**config.mk**
```make
export PLATFORM = sky130hd
export DESIGN_NAME = soa_ctrl
export DESIGN_NICKNAME = d
export VERILOG_FILES = /design/src/hw/rtl/soa_pkg.sv /design/src/hw/rtl/soa_ctrl.sv
export SDC_FILE = /design/constraint.sdc
export NUM_CORES = 1
export LEC_CHECK = 0
export ABC_CLOCK_PERIOD_IN_PS = 1920
export BUFFER_PORTS_ARGS = -buffer_cell sky130_fd_sc_hd__buf_2
export CORE_MARGIN = 8
export CORE_UTILIZATION = 30
export DETAILED_ROUTE_END_ITERATION = 6
export GPL_TIMING_DRIVEN = 0
export PLACE_DENSITY = 0.56
export SLEW_MARGIN = 30
export SYNTH_ARGS = -nofsm -noshare
export SYNTH_HDL_FRONTEND = slang
export SYNTH_SLANG_ARGS = --single-unit
```
**constraint.sdc**
```tcl
create_clock -name i_clk -period 1.92 [get_ports i_clk]
set_input_delay 0.192 -clock i_clk [delete_from_list [all_inputs] [get_ports i_clk]]
set_output_delay 0.192 -clock i_clk [all_outputs]
set_load 0.01 [all_outputs]
```
**src/hw/rtl/soa_pkg.sv**
```systemverilog
`timescale 1ns / 1ps

package soa_pkg;

    localparam int NUM_PAGES     = 16;
    localparam int MAX_SLOTS     = 256;
    localparam int PG_W          = $clog2(NUM_PAGES);
    localparam int SLOT_W        = $clog2(MAX_SLOTS);
    localparam int H_W           = PG_W + SLOT_W + 1;
    localparam int P_W           = PG_W + 1;
    localparam int OBJ_W         = SLOT_W + 1;
    localparam int CNT5_W        = 5;
    localparam int DEF_CPU_LIMIT = 16;
    localparam int DEF_CPU_BATCH = 8;

    localparam logic [H_W-1:0]   HNIL    = H_W'(NUM_PAGES * MAX_SLOTS);
    localparam logic [P_W-1:0]   PNIL    = P_W'(NUM_PAGES);
    localparam logic [OBJ_W-1:0] OBJ_RST = OBJ_W'(MAX_SLOTS);

    typedef enum logic [1:0] {
        ST_OK  = 2'd0,
        ST_OOM = 2'd1,
        ST_BAD = 2'd2
    } t_status;

    typedef enum logic {
        OP_ALLOC = 1'b0,
        OP_FREE  = 1'b1
    } t_op;

    typedef struct packed {
        logic        op;
        logic [11:0] object_handle;
    } t_req;

    typedef struct packed {
        t_status     status;
        logic [11:0] handle_out;
        logic [4:0]  partial_pages;
        logic [4:0]  slabs_used;
    } t_rsp;

    typedef enum logic [4:0] {
        C_NOP, C_ACCEPT, C_RD_CPU, C_POP, C_INC, C_LD_CPU_PAGE, C_ACQ, C_TAKE_PART,
        C_PREMOVE, C_PADD, C_NEW_SLAB, C_THREAD, C_BATCH_RD, C_BATCH_WR, C_DEC,
        C_PUSH, C_FL_RD, C_FL_POP, C_FL_WR, C_CPU_CHK, C_FREE_LINK, C_RELEASE,
        C_SET_OOM, C_SET_BAD, C_EMIT
    } t_cmd;

    typedef enum logic [4:0] {
        S_IDLE, S_DISPATCH, S_RD_CPU, S_POP, S_INC, S_PREM_INC, S_LD_CPU_PAGE, S_ACQ,
        S_TAKE_PART, S_PREM_ACQ, S_NEW_SLAB, S_THREAD, S_BATCH_RD, S_BATCH_WR, S_OOM,
        S_FREE_BR, S_PUSH, S_FL_RD, S_FL_POP, S_FL_WR, S_PADD_FL, S_FREE_LINK,
        S_PREM_REL, S_RELEASE, S_PADD_FR, S_EMIT
    } t_state;

    typedef struct packed {
        logic op;
        logic cpu_empty;
        logic pg_valid;
        logic fh_nil;
        logic inc_full;
        logic part_empty;
        logic slab_avail;
        logic bad_free;
        logic is_cpu_page;
        logic batch_more;
        logic thread_last;
        logic flush_more;
        logic flush_add;
        logic zero;
        logic part_ok;
        logic out_busy;
    } t_dp_st;

endpackage

```
**src/hw/rtl/soa_ctrl.sv**
```systemverilog
`timescale 1ns / 1ps

module soa_ctrl import soa_pkg::*; (
    input  logic   i_clk,
    input  logic   i_rst_n,
    input  logic   i_in_valid,
    input  t_dp_st i_st,
    output logic   o_in_stall,
    output t_cmd   o_cmd
);

    t_state r_state, n_state;

    always_ff @(posedge i_clk) begin
        if (!i_rst_n) begin
            r_state <= S_IDLE;
        end else begin
            r_state <= n_state;
        end
    end

    always_comb begin
        n_state    = r_state;
        o_cmd      = C_NOP;
        o_in_stall = (r_state != S_IDLE);
        unique case (r_state)
            S_IDLE: begin
                if (i_in_valid) begin
                    o_cmd   = C_ACCEPT;
                    n_state = S_DISPATCH;
                end
            end
            S_DISPATCH: begin
                if (i_st.op == OP_ALLOC) begin
                    n_state = i_st.cpu_empty ? S_LD_CPU_PAGE : S_RD_CPU;
                end else if (i_st.bad_free) begin
                    o_cmd   = C_SET_BAD;
                    n_state = S_EMIT;
                end else begin
                    o_cmd   = C_DEC;
                    n_state = S_FREE_BR;
                end
            end
            S_RD_CPU: begin
                o_cmd   = C_RD_CPU;
                n_state = S_POP;
            end
            S_POP: begin
                o_cmd   = C_POP;
                n_state = S_INC;
            end
            S_INC: begin
                o_cmd   = C_INC;
                n_state = i_st.inc_full ? S_PREM_INC : S_EMIT;
            end
            S_PREM_INC: begin
                o_cmd   = C_PREMOVE;
                n_state = S_EMIT;
            end
            S_LD_CPU_PAGE: begin
                o_cmd   = C_LD_CPU_PAGE;
                n_state = S_ACQ;
            end
            S_ACQ: begin
                o_cmd = C_ACQ;
                if (i_st.pg_valid && !i_st.fh_nil) begin
                    n_state = S_BATCH_RD;
                end else if (!i_st.part_empty) begin
                    n_state = S_TAKE_PART;
                end else if (i_st.slab_avail) begin
                    n_state = S_NEW_SLAB;
                end else begin
                    n_state = S_OOM;
                end
            end
            S_TAKE_PART: begin
                o_cmd   = C_TAKE_PART;
                n_state = S_PREM_ACQ;
            end
            S_PREM_ACQ: begin
                o_cmd   = C_PREMOVE;
                n_state = S_BATCH_RD;
            end
            S_NEW_SLAB: begin
                o_cmd   = C_NEW_SLAB;
                n_state = S_THREAD;
            end
            S_THREAD: begin
                o_cmd = C_THREAD;
                if (i_st.thread_last) begin
                    n_state = S_BATCH_RD;
                end
            end
            S_BATCH_RD: begin
                if (i_st.batch_more) begin
                    o_cmd   = C_BATCH_RD;
                    n_state = S_BATCH_WR;
                end else begin
                    n_state = i_st.cpu_empty ? S_OOM : S_RD_CPU;
                end
            end
            S_BATCH_WR: begin
                o_cmd   = C_BATCH_WR;
                n_state = S_BATCH_RD;
            end
            S_OOM: begin
                o_cmd   = C_SET_OOM;
                n_state = S_EMIT;
            end
            S_FREE_BR: begin
                n_state = i_st.is_cpu_page ? S_PUSH : S_FREE_LINK;
            end
            S_PUSH: begin
                o_cmd   = C_PUSH;
                n_state = S_FL_RD;
            end
            S_FL_RD: begin
                if (i_st.flush_more) begin
                    o_cmd   = C_FL_RD;
                    n_state = S_FL_POP;
                end else begin
                    o_cmd   = C_CPU_CHK;
                    n_state = S_EMIT;
                end
            end
            S_FL_POP: begin
                o_cmd   = C_FL_POP;
                n_state = S_FL_WR;
            end
            S_FL_WR: begin
                o_cmd   = C_FL_WR;
                n_state = i_st.flush_add ? S_PADD_FL : S_FL_RD;
            end
            S_PADD_FL: begin
                o_cmd   = C_PADD;
                n_state = S_FL_RD;
            end
            S_FREE_LINK: begin
                o_cmd = C_FREE_LINK;
                if (i_st.zero) begin
                    n_state = S_PREM_REL;
                end else if (i_st.part_ok) begin
                    n_state = S_PADD_FR;
                end else begin
                    n_state = S_EMIT;
                end
            end
            S_PREM_REL: begin
                o_cmd   = C_PREMOVE;
                n_state = S_RELEASE;
            end
            S_RELEASE: begin
                o_cmd   = C_RELEASE;
                n_state = S_EMIT;
            end
            S_PADD_FR: begin
                o_cmd   = C_PADD;
                n_state = S_EMIT;
            end
            S_EMIT: begin
                if (!i_st.out_busy) begin
                    o_cmd   = C_EMIT;
                    n_state = S_IDLE;
                end
            end
            default: begin
                n_state = S_IDLE;
            end
        endcase
    end

endmodule

```
==> impl_metrics.env, run 1 <==
export IMPL_crit_family="compound AO/OA/AOI/OAI gates"
export IMPL_die_y_um=77.9
export IMPL_clk_pin_slew_ps=30
export IMPL_core_area_um2=3660
export IMPL_power_frac_comb=0.848
export IMPL_clk_insertion_delay_late_ps=220
export IMPL_synthTopCellsByArea="dfxtp_1 (8.7%), buf_6 (5.9%), a21oi_1 (5.2%), o21ai_0 (5.2%), nand2b_1 (4.9%)"
export IMPL_layout_nets=216
export IMPL_place_port_buffers=24
export IMPL_final_area_um2=1440
export IMPL_final_hold_viol_count=0
export IMPL_place_area_um2=1330
export IMPL_route_vias_total=1459
export IMPL_path_cells="clkbuf_4, buf_6, nor2_2, a21oi_2, o32ai_1, a221o_1, buf_2"
export IMPL_largest_reg_flops=5
export IMPL_cts_hold_buf=0
export IMPL_clk_path_buf_depth=2
export IMPL_post_layout_total_power_mw=2.47
export IMPL_track_usage=0.135
export IMPL_hpwl_um=3130
export IMPL_num_io_pins=25
export IMPL_power_switching_mw=1.26
export IMPL_largestRegisters="r_state (5)"
export IMPL_cts_tree="built"
export IMPL_finalSetupViolations=0
export IMPL_initial_core_util=0.314
export IMPL_min_period_ps=1870
export IMPL_cts_buffers=3
export IMPL_syn_mean_instance_area_um2=6.92
export IMPL_max_slew_worst_pin_slew_ps=368
export IMPL_regMostFlops="r_state"
export IMPL_worstSetupStartpointType="register"
export IMPL_synth_edf_count=0
export IMPL_root_buffer="clkbuf_8"
export IMPL_power_density_nw_per_um2=1710
export IMPL_use_met1=0.186
export IMPL_layout_common_cells="buf_2 (25), o21ai_0 (12), buf_6 (11), a21oi_1 (11)"
export IMPL_rsz0062_at_grt="true"
export IMPL_grt_pass1_vias=1372
export IMPL_cp_slowest_cell="a221o_1"
export IMPL_grt_pass1_wl_um=6930
export IMPL_hp_start="i_rst_n"
export IMPL_timing_fmax_ghz=0.535
export IMPL_diodes=0
export IMPL_fin_crit_sh=0.973
export IMPL_r2r_end="r_state[2]$_SDFFE_PN0P_"
export IMPL_grt_use_met3=0.0334
export IMPL_postSynth_asyncResetShare=0
export IMPL_p_int_mw=1.21
export IMPL_via_per_inst=5.98
export IMPL_cap_violations=0
export IMPL_grt_busiest_layer="met2"
export IMPL_drc=0
export IMPL_drtIter0Drc=175
export IMPL_final_common_cell="buf_2"
export IMPL_path_depth=7
export IMPL_synthFlopType="dfxtp_1"
export IMPL_vdd_ir_drop_worst_uv=608
export IMPL_drive_gt1_frac=0.286
export IMPL_grt_max_degree=11
export IMPL_gp_congestion=0.939
export IMPL_wl_per_cell_um=17.3
export IMPL_crit_required_ps=1730
export IMPL_skew_ps=0.967
export IMPL_synth_top_cell_area_share=0.0871
export IMPL_die_x_um=77.9
export IMPL_hold_class="in2reg"
export IMPL_yosys_area_top_type="dfxtp_1"
export IMPL_met2_usage=0.207
export IMPL_yosysSeqAreaShare=0.0871
export IMPL_syn_to_final_growth_pct=25.6
export IMPL_worstSetupEndpoint="o_cmd[2]"
export IMPL_overflow=0
export IMPL_switching_share=0.511
export IMPL_critPathMaxStageDelay_ps=340
export IMPL_worst_path_buf_inv=3
export IMPL_p_leak_nw=0.567
export IMPL_critPathKind="reg2out"
export IMPL_crit_arrival_ps=1680
export IMPL_dr_pass1_iters=4
export IMPL_yosys_warnings=0
export IMPL_setup_tns_ps=0
export IMPL_max_slew_margin=0.751
export IMPL_rows=22
export IMPL_netlist_area_um2=1150
export IMPL_grt_antenna_before_repair=0
export IMPL_r2r_start="r_state[0]$_SDFFE_PN0P_"
export IMPL_startpoint="r_state[2]$_SDFFE_PN0P_"
export IMPL_synth_cells=166
export IMPL_ys_seq_elements=5
export IMPL_syn_num_nets=185
export IMPL_ant_nets=0
export IMPL_htreeDepth=1
export IMPL_seqPwrFrac=0.076
export IMPL_status="completed"
export IMPL_yosysUniqueCellTypes=48
export IMPL_worst_path_max_fanout=10
export IMPL_drt_total_wl_um=4210
export IMPL_clkPwrFrac=0.076
export IMPL_critPathCaptureType="primary output"
export IMPL_slew_viol_final=0
export IMPL_ff2ff_path_depth=6
export IMPL_r2r_slack_ps=320
export IMPL_die_area_um2=6060
export IMPL_cts_num_sinks=5
## worst min-delay path by stage
stage	slack (ps)	depth (start not counted)	end
after floorplan	320	2	r_state[4]$_SDFFE_PN0P_
after CTS	250	3	r_state[4]$_SDFFE_PN0P_
after global routing	290	3	r_state[4]$_SDFFE_PN0P_
final	240	3	r_state[4]$_SDFFE_PN0P_
after global placement	470	3	r_state[4]$_SDFFE_PN0P_
after detailed placement	480	3	r_state[4]$_SDFFE_PN0P_
## metrics by stage
step	instances	setup slack, ps	utilization	hold WS [ps]
after floorplan	166	444	-	324
after global placement	238	166	0.363	472
after detailed placement	238	180	0.363	477
after CTS	242	0.0872	0.378	250
after global routing	244	-30.4	0.394	290
final	244	51.8	0.394	244
## what timing repair did
item | CTS | global route
buffers inserted | 0 | 2
endpoints found under the setup margin | 3 | 5
gates resized for setup | 4 | 17
## power by group through the flow
stage	clock network, mW	logic, mW	registers [mW]
after CTS	0.192	1.94	0.184
final	0.188	2.09	0.188
after global placement	0	1.93	0.183
after global routing	0.202	2.25	0.196
after floorplan	0	1.42	0.173
after detailed placement	0	1.91	0.185
## cells in the mapped netlist, types with 4 or more instances
cell type	instances
buf_6	6
nand2_1	10
nor3_1	8
a31oi_1	5
a21oi_1	12
nand2b_1	9
buf_4	4
o21ai_0	12
nor2b_1	5
dfxtp_1	5
nor2_1	11
buf_2	8
inv_1	9
## tightest hold or removal path, stage by stage
cell     delay [ps]
buf_2           120
inv_1            70
a21oi_1          40
## final cells by class
class / count / area (µm²)
fill: 405 / 2220
multi-input combinational: 134 / 893
buffer: 18 / 174
timing repair buffer: 26 / 135
sequential: 5 / 101
tap: 48 / 60.1
clock buffer: 4 / 45.0
inverter: 9 / 33.8
## routing by layer
layer | wire length, µm | vias up
met4 | 47 | 0
met5 | 0 | -
met3 | 412 | 4
li1 | - | 683
met1 | 1850 | 675
met2 | 1900 | 97
## cell families after synthesis
kind of cell / synth area share
xor gates and xnor gates: 0.0153
muxes: 0.0261
buffers and inverters: 0.149
AOI/OAI and AO/OA: 0.349
and+or+nand+nor: 0.374
DFF: 0.0871
(Power assumes the default switching activity.)
==> run 2, diff against run 1 <==
--- a/config.mk
+++ b/config.mk
@@ -7,11 +7,10 @@
 export LEC_CHECK = 0
 export ABC_CLOCK_PERIOD_IN_PS = 1920
 export BUFFER_PORTS_ARGS = -buffer_cell sky130_fd_sc_hd__buf_2
-export CORE_MARGIN = 8
-export CORE_UTILIZATION = 30
+export CORE_UTILIZATION = 43
 export DETAILED_ROUTE_END_ITERATION = 6
 export GPL_TIMING_DRIVEN = 0
-export PLACE_DENSITY = 0.56
+export PLACE_DENSITY = 0.73
 export SLEW_MARGIN = 30
 export SYNTH_ARGS = -nofsm -noshare
 export SYNTH_HDL_FRONTEND = slang
==> impl_metrics.env, run 2 (same netlist as run 1, synthesis figures left out) <==
export IMPL_finalNonFillerCells=232
export IMPL_htreeDepth=1
export IMPL_cts_hold_buf=0
export IMPL_die_y_um=53.7
export IMPL_worstSetupStartpointType="register"
export IMPL_max_slew_worst_pin_slew_ps=405
export IMPL_grt_max_degree=11
export IMPL_hold_class="in2reg"
export IMPL_cap_violations=0
export IMPL_critPathKind="reg2out"
export IMPL_layout_nets=222
export IMPL_drc=0
export IMPL_fin_crit_sh=0.964
export IMPL_place_port_buffers=24
export IMPL_slew_viol_final=0
export IMPL_grt_pass1_wl_um=6100
export IMPL_min_period_ps=1850
export IMPL_drive_gt1_frac=0.327
export IMPL_rsz0062_at_grt="true"
export IMPL_largest_reg_flops=5
export IMPL_cts_tree="built"
export IMPL_clk_pin_slew_ps=50
export IMPL_critPathCaptureType="primary output"
export IMPL_final_hold_viol_count=0
export IMPL_vdd_ir_drop_worst_uv=930
export IMPL_ant_nets=0
export IMPL_route_vias_total=1554
export IMPL_status="completed"
export IMPL_timing_fmax_ghz=0.540
export IMPL_syn_to_final_growth_pct=30.1
export IMPL_post_layout_total_power_mw=2.62
export IMPL_clk_insertion_delay_late_ps=240
export IMPL_finalSetupViolations=0
export IMPL_crit_required_ps=1730
export IMPL_dp_cells=220
export IMPL_cts_num_sinks=5
export IMPL_worst_path_max_fanout=10
export IMPL_regMostFlops="r_state"
export IMPL_overflow=0
export IMPL_cts_buffers=3
export IMPL_initial_core_util=0.459
export IMPL_cp_slowest_cell="a221o_1"
export IMPL_max_slew_margin=0.726
export IMPL_wl_per_cell_um=18.0
export IMPL_p_leak_nw=0.606
export IMPL_grt_pass1_vias=1297
export IMPL_drtIter0Drc=125
export IMPL_final_util=0.598
export IMPL_crit_arrival_ps=1660
export IMPL_via_per_inst=6.70
export IMPL_power_density_nw_per_um2=1750
export IMPL_die_area_um2=2880
export IMPL_path_common_cell="buf_6"
export IMPL_hpwl_um=2790
export IMPL_path_cells="buf_6, buf_6, nand2_1, o32ai_1, a221o_1, buf_2"
export IMPL_grt_antenna_before_repair=0
export IMPL_diodes=0
export IMPL_critPathMaxStageDelay_ps=340
export IMPL_die_x_um=53.7
export IMPL_setup_tns_ps=0
export IMPL_final_common_cell="buf_2"
export IMPL_skew_ps=5.37
export IMPL_num_io_pins=25
export IMPL_dr_pass1_iters=6
export IMPL_track_usage=0.289
export IMPL_largestRegisters="r_state (5)"
export IMPL_root_buffer="clkbuf_4"
export IMPL_rows=18
export IMPL_layout_common_cells="buf_2 (26), o21ai_0 (11), a21oi_1 (11)"
export IMPL_gp_congestion=0.986
export IMPL_core_area_um2=2500
export IMPL_clk_path_buf_depth=2
export IMPL_drt_total_wl_um=4170
-- run 2: cell count changes in the layout (fill, tap and decap cells not counted), sizes merged --
cell,before,now
clkbuf,5,6
buf,43,48
-- run 2: per-layer routing --
layer | track usage | routed length (µm) | vias up
li1 | - | - | 690
met1 | 0.389 | 1640 | 716
met2 | 0.481 | 1950 | 125
met3 | 0.0508 | 434 | 23
met4 | 0.0482 | 138 | 0
met5 | 0 | 0 | -
-- run 2: worst paths after layout --
path         depth (start not counted)  slack [ps]                     from                       to
max                                  6          70  r_state[1]$_SDFFE_PN0P_                 o_cmd[2]
min                                  3         230                  i_rst_n  r_state[1]$_SDFFE_PN0P_
max reg2reg                          7         290  r_state[3]$_SDFFE_PN0P_  r_state[1]$_SDFFE_PN0P_
min reg2reg                          3         790  r_state[4]$_SDFFE_PN0P_  r_state[1]$_SDFFE_PN0P_
-- run 2: metrics by stage --
step | area (µm²) | hold slack [ps] | setup WS [ps]
floorplan | 1150 | 324 | 444
global placement | 1310 | 477 | 228
detailed placement | 1310 | 472 | 209
CTS | 1350 | 221 | 6.05
global route | 1490 | 244 | -28.3
finish | 1490 | 229 | 68.5
-- run 2: worst max-delay path, delay by kind of cell, from the launching register on --
family                 cells  cell delay, ps
DFF                        1             330
buffers and inverters      3             420
and+or+nand+nor            1             210
AOI/OAI and AO/OA          2             460
-- run 2: area by class of cell --
class / count / area [µm²]
repair buffers: 32 / 195
inverters: 9 / 33.8
plain buffers: 18 / 200
multi-input cells: 134 / 896
clock buffers: 4 / 26.3
well taps: 30 / 37.5
flip-flops and latches: 5 / 105
fillers: 231 / 1010
-- run 2: repair_timing --
action,4_1_cts,5_1_grt
buffers inserted,0,6
gates cloned,0,2
setup endpoints to repair,3,5
pin swaps,0,2
endpoints found under the hold margin,0,0
resized for setup,5,27
-- run 2: report_power, final --
group | internal [mW] | total, mW | switching (mW)
logic | 1.07 | 2.30 | 1.23
clock network | 0.0787 | 0.124 | 0.0449
registers | 0.160 | 0.198 | 0.0381
